### src/skt_pkg.sv
`default_nettype none
// ----------------------------------------------------------------------------
// skt_pkg: shared types and codes for the sorted key table
// Result status codes, read address selects, letter bounds and the command
// and status bundles between controller and datapath.
// ----------------------------------------------------------------------------
package skt_pkg;

    localparam logic [1:0] ST_INSERTED  = 2'd0;
    localparam logic [1:0] ST_INVALID   = 2'd1;
    localparam logic [1:0] ST_FULL      = 2'd2;
    localparam logic [1:0] ST_DUPLICATE = 2'd3;

    // read address select for the table memories
    localparam logic [1:0] RD_IDX  = 2'd0;
    localparam logic [1:0] RD_NEXT = 2'd1;
    localparam logic [1:0] RD_PREV = 2'd2;

    localparam logic [7:0] LETTER_A = 8'h41;
    localparam logic [7:0] LETTER_Z = 8'h5A;

    typedef struct packed {
        logic       load;
        logic       scan_step;
        logic       scan_hit;
        logic       scan_end;
        logic       shift_step;
        logic       write_new;
        logic       res_load;
        logic [1:0] rd_sel;
        logic [1:0] res_status;
    } skt_cmd_t;

    typedef struct packed {
        logic key_ok;
        logic full;
        logic empty;
        logic eq;
        logic gt;
        logic last;
        logic at_pos;
        logic out_free;
    } skt_stat_t;

endpackage
`default_nettype wire

### src/skt_datapath.sv
`default_nettype none
// ----------------------------------------------------------------------------
// skt_datapath: table memories, scan and shift pointers, result register
// Holds the sorted key and payload memories, the working item, the entry
// count and the output register, and reports compare results to the
// controller.
// ----------------------------------------------------------------------------
module skt_datapath
    import skt_pkg::*;
#(
    parameter int CAPACITY     = 64,
    parameter int KEY_LETTERS  = 3,
    parameter int PAYLOAD_BITS = 32
) (
    input  wire logic                            aclk,
    input  wire logic                            aresetn,
    input  wire logic [8*KEY_LETTERS-1:0]        s_key,
    input  wire logic [PAYLOAD_BITS-1:0]         s_payload,
    input  wire skt_cmd_t                        cmd,
    output skt_stat_t                            stat,
    output logic                                 m_valid,
    input  wire logic                            m_ready,
    output logic [1:0]                           m_status,
    output logic [$clog2(CAPACITY+1)-1:0]        m_position,
    output logic [$clog2(CAPACITY+1)-1:0]        m_count
);

    localparam int KW = 8 * KEY_LETTERS;
    localparam int IW = (CAPACITY > 1) ? $clog2(CAPACITY) : 1;
    localparam int CW = $clog2(CAPACITY + 1);

    logic [KW-1:0]           key_mem [CAPACITY];
    logic [PAYLOAD_BITS-1:0] pay_mem [CAPACITY];

    logic [KW-1:0]           key_reg;
    logic [PAYLOAD_BITS-1:0] payload_reg;
    logic [KW-1:0]           rd_key_reg;
    logic [PAYLOAD_BITS-1:0] rd_pay_reg;
    logic [IW-1:0]           idx_reg;
    logic [CW-1:0]           pos_reg;
    logic [CW-1:0]           count_reg;
    logic                    m_valid_reg;
    logic [1:0]              m_status_reg;
    logic [CW-1:0]           m_position_reg;
    logic [CW-1:0]           m_count_reg;

    logic [IW-1:0]           idx_inc;
    logic [IW-1:0]           idx_dec;
    logic [IW-1:0]           rd_addr;
    logic [IW-1:0]           wr_addr;
    logic [KW-1:0]           wr_key;
    logic [PAYLOAD_BITS-1:0] wr_pay;
    logic                    mem_we;
    logic                    key_ok;

    assign idx_inc = idx_reg + 1'b1;
    assign idx_dec = idx_reg - 1'b1;

    always_comb begin
        key_ok = 1'b1;
        for (int i = 0; i < KEY_LETTERS; i++) begin
            if (key_reg[8*i +: 8] < LETTER_A || key_reg[8*i +: 8] > LETTER_Z) begin
                key_ok = 1'b0;
            end
        end
    end

    always_comb begin
        case (cmd.rd_sel)
            RD_IDX:  rd_addr = idx_reg;
            RD_NEXT: rd_addr = idx_inc;
            RD_PREV: rd_addr = idx_dec;
            default: rd_addr = idx_reg;
        endcase
    end

    // shift moves the entry just read one slot up; otherwise place the new one
    always_comb begin
        mem_we  = cmd.shift_step | cmd.write_new;
        wr_addr = pos_reg[IW-1:0];
        wr_key  = key_reg;
        wr_pay  = payload_reg;
        if (cmd.shift_step) begin
            wr_addr = idx_inc;
            wr_key  = rd_key_reg;
            wr_pay  = rd_pay_reg;
        end
    end

    always_ff @(posedge aclk) begin
        if (mem_we) begin
            key_mem[wr_addr] <= wr_key;
            pay_mem[wr_addr] <= wr_pay;
        end
        rd_key_reg <= key_mem[rd_addr];
        rd_pay_reg <= pay_mem[rd_addr];
    end

    always_ff @(posedge aclk) begin
        if (cmd.load) begin
            key_reg     <= s_key;
            payload_reg <= s_payload;
        end
        if (cmd.res_load) begin
            m_status_reg   <= cmd.res_status;
            m_position_reg <= (cmd.res_status == ST_INSERTED) ? pos_reg : '0;
            m_count_reg    <= count_reg;
        end
    end

    always_ff @(posedge aclk) begin
        if (!aresetn) begin
            idx_reg     <= '0;
            pos_reg     <= '0;
            count_reg   <= '0;
            m_valid_reg <= 1'b0;
        end else begin
            if (cmd.load) begin
                idx_reg <= '0;
                pos_reg <= '0;
            end else if (cmd.scan_hit) begin
                pos_reg <= CW'(idx_reg);
                idx_reg <= IW'(count_reg - 1'b1);
            end else if (cmd.scan_end) begin
                pos_reg <= count_reg;
            end else if (cmd.scan_step) begin
                idx_reg <= idx_inc;
            end else if (cmd.shift_step) begin
                idx_reg <= idx_dec;
            end
            if (cmd.write_new) begin
                count_reg <= count_reg + 1'b1;
            end
            if (cmd.res_load) begin
                m_valid_reg <= 1'b1;
            end else if (m_ready) begin
                m_valid_reg <= 1'b0;
            end
        end
    end

    always_comb begin
        stat.key_ok   = key_ok;
        stat.full     = (count_reg == CW'(CAPACITY));
        stat.empty    = (count_reg == '0);
        stat.eq       = (rd_key_reg == key_reg);
        stat.gt       = (rd_key_reg > key_reg);
        stat.last     = ((CW'(idx_reg) + 1'b1) == count_reg);
        stat.at_pos   = (CW'(idx_reg) == pos_reg);
        stat.out_free = ~m_valid_reg | m_ready;
    end

    assign m_valid    = m_valid_reg;
    assign m_status   = m_status_reg;
    assign m_position = m_position_reg;
    assign m_count    = m_count_reg;

endmodule
`default_nettype wire

### src/skt_ctrl.sv
`default_nettype none
// ----------------------------------------------------------------------------
// skt_ctrl: sequencer for the sorted key table
// Steps one item through key check, ordered scan, upward shift, insert and
// result hand-off.
// ----------------------------------------------------------------------------
module skt_ctrl
    import skt_pkg::*;
(
    input  wire logic      aclk,
    input  wire logic      aresetn,
    input  wire logic      s_valid,
    output logic           s_ready,
    input  wire skt_stat_t stat,
    output skt_cmd_t       cmd
);

    localparam logic [2:0] S_IDLE     = 3'd0;
    localparam logic [2:0] S_CHECK    = 3'd1;
    localparam logic [2:0] S_SCAN     = 3'd2;
    localparam logic [2:0] S_SH_START = 3'd3;
    localparam logic [2:0] S_SHIFT    = 3'd4;
    localparam logic [2:0] S_WRITE    = 3'd5;
    localparam logic [2:0] S_RESULT   = 3'd6;

    logic [2:0] state_reg;
    logic [2:0] state_next;
    logic [1:0] status_reg;
    logic [1:0] status_next;

    always_comb begin
        state_next  = state_reg;
        status_next = status_reg;
        s_ready     = 1'b0;
        cmd         = '0;
        cmd.rd_sel  = RD_IDX;
        cmd.res_status = status_reg;
        case (state_reg)
            S_IDLE: begin
                s_ready = 1'b1;
                if (s_valid) begin
                    cmd.load   = 1'b1;
                    state_next = S_CHECK;
                end
            end
            S_CHECK: begin
                // entry zero is read here so the scan sees it next cycle
                cmd.rd_sel = RD_IDX;
                if (!stat.key_ok) begin
                    status_next = ST_INVALID;
                    state_next  = S_RESULT;
                end else if (stat.full) begin
                    status_next = ST_FULL;
                    state_next  = S_RESULT;
                end else if (stat.empty) begin
                    state_next = S_WRITE;
                end else begin
                    state_next = S_SCAN;
                end
            end
            S_SCAN: begin
                cmd.rd_sel = RD_NEXT;
                if (stat.eq) begin
                    status_next = ST_DUPLICATE;
                    state_next  = S_RESULT;
                end else if (stat.gt) begin
                    cmd.scan_hit = 1'b1;
                    state_next   = S_SH_START;
                end else if (stat.last) begin
                    cmd.scan_end = 1'b1;
                    state_next   = S_WRITE;
                end else begin
                    cmd.scan_step = 1'b1;
                end
            end
            S_SH_START: begin
                cmd.rd_sel = RD_IDX;
                state_next = S_SHIFT;
            end
            S_SHIFT: begin
                cmd.rd_sel     = RD_PREV;
                cmd.shift_step = 1'b1;
                if (stat.at_pos) begin
                    state_next = S_WRITE;
                end
            end
            S_WRITE: begin
                cmd.write_new = 1'b1;
                status_next   = ST_INSERTED;
                state_next    = S_RESULT;
            end
            S_RESULT: begin
                if (stat.out_free) begin
                    cmd.res_load = 1'b1;
                    state_next   = S_IDLE;
                end
            end
            default: begin
                state_next = S_IDLE;
            end
        endcase
    end

    always_ff @(posedge aclk) begin
        if (!aresetn) begin
            state_reg  <= S_IDLE;
            status_reg <= ST_INSERTED;
        end else begin
            state_reg  <= state_next;
            status_reg <= status_next;
        end
    end

endmodule
`default_nettype wire

### src/sorted_key_table_insert.sv
`default_nettype none
// ----------------------------------------------------------------------------
// sorted_key_table_insert: sorted key table with duplicate check
// Input transfer: s_key (letters, first letter in the top byte) and
// s_payload. Result transfer: m_status, m_position, m_count, one per item.
// Checks in order: any letter outside A..Z gives invalid key, a full table
// gives table full, a key already held gives duplicate; otherwise the entry
// goes in at its sorted position and larger entries move up one slot.
// One item at a time: s_ready is high only while the sequencer is idle.
// From input transfer to m_valid an item passes a load and a check step, an
// ordered scan of one memory read per cycle that stops at the first key not
// below the new one, a step to start the shift, the entries moved up one at
// a time (read and write of the table, which has separate read and write
// ports, overlap), an insert step and a result step. Invalid and full
// results go from the check straight to the result step.
// The result sits in an output register; while the receiver stalls, the next
// item is still accepted and worked, and only its result hand-off waits.
// Reset (aresetn low, synchronous) empties the table and clears m_valid.
// ----------------------------------------------------------------------------
module sorted_key_table_insert
    import skt_pkg::*;
#(
    parameter int CAPACITY     = 64,
    parameter int KEY_LETTERS  = 3,
    parameter int PAYLOAD_BITS = 32
) (
    input  wire logic                            aclk,
    input  wire logic                            aresetn,
    input  wire logic                            s_valid,
    output logic                                 s_ready,
    input  wire logic [8*KEY_LETTERS-1:0]        s_key,
    input  wire logic [PAYLOAD_BITS-1:0]         s_payload,
    output logic                                 m_valid,
    input  wire logic                            m_ready,
    output logic [1:0]                           m_status,
    output logic [$clog2(CAPACITY+1)-1:0]        m_position,
    output logic [$clog2(CAPACITY+1)-1:0]        m_count
);

    skt_cmd_t  cmd;
    skt_stat_t stat;

    skt_ctrl u_ctrl (
        .aclk    (aclk),
        .aresetn (aresetn),
        .s_valid (s_valid),
        .s_ready (s_ready),
        .stat    (stat),
        .cmd     (cmd)
    );

    skt_datapath #(
        .CAPACITY     (CAPACITY),
        .KEY_LETTERS  (KEY_LETTERS),
        .PAYLOAD_BITS (PAYLOAD_BITS)
    ) u_datapath (
        .aclk       (aclk),
        .aresetn    (aresetn),
        .s_key      (s_key),
        .s_payload  (s_payload),
        .cmd        (cmd),
        .stat       (stat),
        .m_valid    (m_valid),
        .m_ready    (m_ready),
        .m_status   (m_status),
        .m_position (m_position),
        .m_count    (m_count)
    );

endmodule
`default_nettype wire
### config.mk
export PLATFORM = sky130hd
export DESIGN_NAME = sorted_key_table_insert
export DESIGN_NICKNAME = d
export VERILOG_FILES = /design/src/skt_pkg.sv /design/src/skt_datapath.sv /design/src/skt_ctrl.sv /design/src/sorted_key_table_insert.sv
export SDC_FILE = /design/constraint.sdc
export NUM_CORES = 2
export LEC_CHECK = 0
export BUFFER_PORTS_ARGS = -buffer_cell sky130_fd_sc_hd__buf_2
export CORE_MARGIN = 3
export CORE_UTILIZATION = 50
export CTS_CLUSTER_SIZE = 20
export DETAILED_ROUTE_END_ITERATION = 16
export PLACE_DENSITY = 0.66
export SETUP_SLACK_MARGIN = 0.5
export SKIP_LAST_GASP = 1
export SYNTH_ARGS = -nofsm -noshare
export SYNTH_HDL_FRONTEND = slang
export SYNTH_HIERARCHICAL = 1
export SYNTH_SLANG_ARGS = --single-unit
### constraint.sdc
create_clock -name aclk -period 8.6 [get_ports aclk]
set_input_delay 0.86 -clock aclk [delete_from_list [all_inputs] [get_ports aclk]]
set_output_delay 0.86 -clock aclk [all_outputs]
set_load 0.05 [all_outputs]
# Word level (Yosys, flattened, before mapping)
# Memory sizes are Yosys's and may differ from the RTL's. A register that Yosys moved wholly into a read port is not among the register bits.
# Index checks and enable logic that the tools add are counted.
[word_totals]
register_bits = 66
ram_bits = 1536
in_bits = 60
out_inout_bits = 18
word_cells = 107
mem_count = 1
[memory_table]
columns = ["name", "words", "word_bits", "read_ports", "rd_ports_with_merged_regs", "write_ports", "line", "rtl"]
rows = [
  ["u_datapath.key_mem", 64, 24, 1, 1, 1, "skt_datapath.sv:32", "logic [KW-1:0] key_mem [CAPACITY];"],
]
[op_classes]
n_addsub = 5
magnitude_cmp = 7
n_eq_ne = 19
muxes = 45
n_bitwise = 4
reduce_logical = 15
[op_table]
columns = ["operator", "n"]
rows = [
  ["$mux 6", 7],
  ["$mux 3", 11],
  ["$eq 24x24->1", 1],
  ["$gt 24x24->1", 1],
  ["$gt 8x7->1 const B", 3],
  ["$lt 8x7->1 const B", 3],
  ["$mux 24", 1],
  ["$pmux 3 s7", 1],
  ["$mux 1", 19],
  ["$pmux 6 s2", 1],
  ["$sub 6x1->6 const B", 2],
  ["$eq 3x3->1 const B", 3],
  ["$ne 2x2->1 const B", 4],
  ["$add 6x1->7 const B", 1],
  ["$add 7x1->7 const B", 1],
  ["$eq 6x7->1", 1],
  ["$eq 7x7->1", 1],
  ["$eq 7x7->1 const B", 1],
  ["$logic_not 7->1", 1],
  ["$add 6x1->6 const B", 1],
  ["$eq 3x2->1 const B", 2],
  ["$mux 2", 3],
  ["$pmux 2 s3", 1],
  ["$reduce_bool 3->1", 2],
  ["18 further kinds", 23],
]

# Longest topological paths before layout
[depth]
ltp_word = 9
depth_mapped = 19
depth_no_buf = 18

# Hierarchy
# Netlist, hierarchy kept.
[modules_own_cells]
columns = ["module", "n_inst", "cells_per_inst", "area_each_um2", "seq_area_each_um2"]
rows = [
  ["skt_datapath", 1, 3775, 63774.9, 48226.3],
  ["skt_ctrl", 1, 48, 409.1, 100.1],
]

# Worst setup path after synthesis
# Ideal clock, no wire load.
[synth_path]
kind = "register to register"
from = "register u_ctrl.state_reg[2]"
to = "memory u_datapath/key_mem[0][1] (netlist name), data pin"
arrival_ns = 4.055
path_slack_ns = 3.843
path_stages_with_launch = 9
path_cell_list = "dfxtp_1 > buf_2 > and2b_1 > and2_1 > buf_4 > clkbuf_1 > clkbuf_1 > clkbuf_1 > o21ai_0"
[synth_lines]
columns = ["item", "line", "rtl"]
rows = [
  ["start, declared", "skt_ctrl.sv:26", "logic [2:0] state_reg;"],
  ["start signal, assigned", "skt_ctrl.sv:109", "state_reg <= state_next;"],
  ["end, declared", "skt_datapath.sv:32", ""],
]

==> impl_metrics.yaml <==
synth:
  synthArstFlopShare_pct: 0
  synth_warnings: 6
  netlist_area_sq_mm: 0.0642
  ys_seq_area_share_pct: 75.3
  ys_seq_elements: 1626
  yosysTopAreaCell: "edfxtp_1"
  synth_edf_count: 1576
  synth_nets: 3914
  synth.avg_cell_area_sq_um: 16.8
  yosys.area.top_type_share_pct: 73.7
  yosys.cell_types.count: 67
  synthFlopType: "edfxtp_1"
  synthCells: 3823
  synth.area.top_cells: "edfxtp_1 74%, mux4_2 9.1%, nand2_1 4.4%, nand3_1 1.8%, dfxtp_1 1.6%"
power:
  vdd_drop_max_mv: 0.302
  power_density_mw_per_mm2: 356
  finalPower_w: 0.0257
  leakage_nw: 23.9
sta:
  finalSetupViolCount: 0
  period_needed_ns: 5.16
  max-slew-margin-rel_pct: 26.7
  fin_skew_ns: 0.0241
  final_max_slew_viol_count: 0
  rsz0062_at_grt: "false"
  report.final.hold_viol_count: 0
  period_share_pct: 60.1
  setup-tns-final_ns: 0
  max_freq_ghz: 0.194
  tightestPinTransition_ns: 1.10
clocking:
  h-tree-depth: 4
  clk_pin_slew_ns: 0.06
  cts_setup_buffers: 0
  clock-sinks: 1626
  post_cts_resized: 0
  cts-root-buf: "clkbuf_16"
  hold_buffers: 0
  clock_path_buffers: 3
  cts_buffers: 163
  cts_tree: "yes"
  clock_latency_ns: 0.79
global_routing:
  grt_pass1_wl_um: 231000
  grt_pass1_vias: 33691
  grt-ovfl-total: 0
  grt_antenna_before_repair: 2
  grt_use_total_pct: 24.1
  grt_max_degree: 125
critical_path:
  critPathBufInv: 3
  worstPathRequired_ns: 9.27
  startpoint_type: "register"
  critPathMaxFanout: 47
  slowest_stage: "buf_4"
  cp.arrival_ns: 5.83
  critPathMaxStageDelay_ns: 0.81
  worstPathCellList: "or3b_4, clkinv_4, inv_1, ha_1, o21bai_1, o21a_4, buf_4, mux4_2, nand2_1, nand3_1, nand4_1, nor4_1"
  end_kind: "register"
  crit_type: "register to register"
  path_delay_family: "simple AND/OR/NAND/NOR gates"
drt:
  wl_um: 158000
  vias: 34757
  drtIter0Drc: 4027
  drt_pass1_iterations: 5
  postRouteAntennaNets: 0
  drc: 0
  wl_per_cell_um: 27.6
  viasPerCell: 6.08
layout:
  final_net_count: 4023
  drive_above_1_share_pct: 19.4
  largest_reg_flops: 1536
  layout_common_cells: "1576 x edfxtp_1, 744 x nand2_1, 258 x mux4_2"
  final_common_cell: "edfxtp_1"
  syn2layout_area_growth_pct: 12.6
  antenna_cells: 0
placed_design:
  gp_congestion: 0.876
  hpwl_um: 87100
  io_buffers: 45
flow_run:
  drv_cap: 0
hold_path:
  min_path_type: "primary input to register"
floorplan:
  boundaryPins: 78
  coreArea_sq_mm: 0.127
  die_area_sq_mm: 0.133
  dieWidth_um: 364
  rows: 130
  start_util_pct: 50.7
  die_h_um: 364
run_status:
  outcome: "complete, no violations"
[where the power goes]
part           switching [W]  internal [W]
logic                0.00579       0.00269
registers           0.000171        0.0100
clock network        0.00293       0.00411
total                0.00888        0.0168
[cells in the mapped netlist, drive strengths merged, types with 48 or more instances]
master  number
nand2      744
mux4       258
dfxtp       50
and3        58
nand3      232
nand4       55
mux2i       49
nor2       112
clkbuf      99
edfxtp    1576
a31oi       48
buf        127
[per-layer routing]
| layer | vias to the layer above | wire length (um) | track usage, % |
|---|---|---|---|
| met5 | - | 13 | 0 |
| met4 | 2 | 5820 | 8.98 |
| met3 | 255 | 12000 | 4.34 |
| met2 | 1439 | 74600 | 37.4 |
| met1 | 18000 | 65600 | 34.4 |
| li1 | 15061 | - | - |
[cell type report]
class                           instances  area, sq um
Inverter                               36          140
Timing Repair Buffer                  170         1230
Multi-Input combinational cell       1935        15200
Sequential cell                      1626        48300
Fill cell                            9562        54300
Tap cell                             1650         2060
Clock buffer                          211         4420
Clock inverter                         89          906
[cell families (layout without fill, tap and decap cells)]
logic type | Yosys count | count (layout) | synth area share [%]
buf+inv | 262 | 506 | 1.82
compound gates | 278 | 278 | 3.06
fa+ha+maj | 31 | 31 | 0.604
flops | 1626 | 1626 | 75.3
mux | 308 | 308 | 9.83
simple gates | 1288 | 1288 | 8.98
xor+xnor | 30 | 30 | 0.409
[metrics by stage]
step                      utilization, %  hold WS (ns)  std cells  cell area (sq um)  setup WS (ns)
final                               57.1         0.262       5717              72300           3.44
after global routing                57.1         0.217       5717              72300           2.98
after CTS                           57.1         0.208       5717              72300           3.40
after detailed placement            52.9         0.455       5417              67000           3.43
after global placement              52.9         0.453       5417              67000           3.47
after floorplan                        -         0.406       3823              64200           3.84
[path summary, 6_finish.rpt]
check | to | start | slack [ns] | cells after the start
min reg2reg | u_datapath/m_status[0]$_DFFE_PP_ | u_ctrl/status_reg[0]$_SDFFE_PN0P_ | 0.47 | 0
max | u_datapath/rd_key_reg[3]$_DFF_P_ | u_ctrl/state_reg[1]$_SDFFE_PN0P_ | 3.44 | 12
max reg2reg | u_datapath/rd_key_reg[3]$_DFF_P_ | u_ctrl/state_reg[1]$_SDFFE_PN0P_ | 3.44 | 12
min | u_datapath/key_reg[18]$_DFFE_PP_ | s_key[18] | 0.26 | 1
Note: power is estimated with default switching activity, not from simulation.
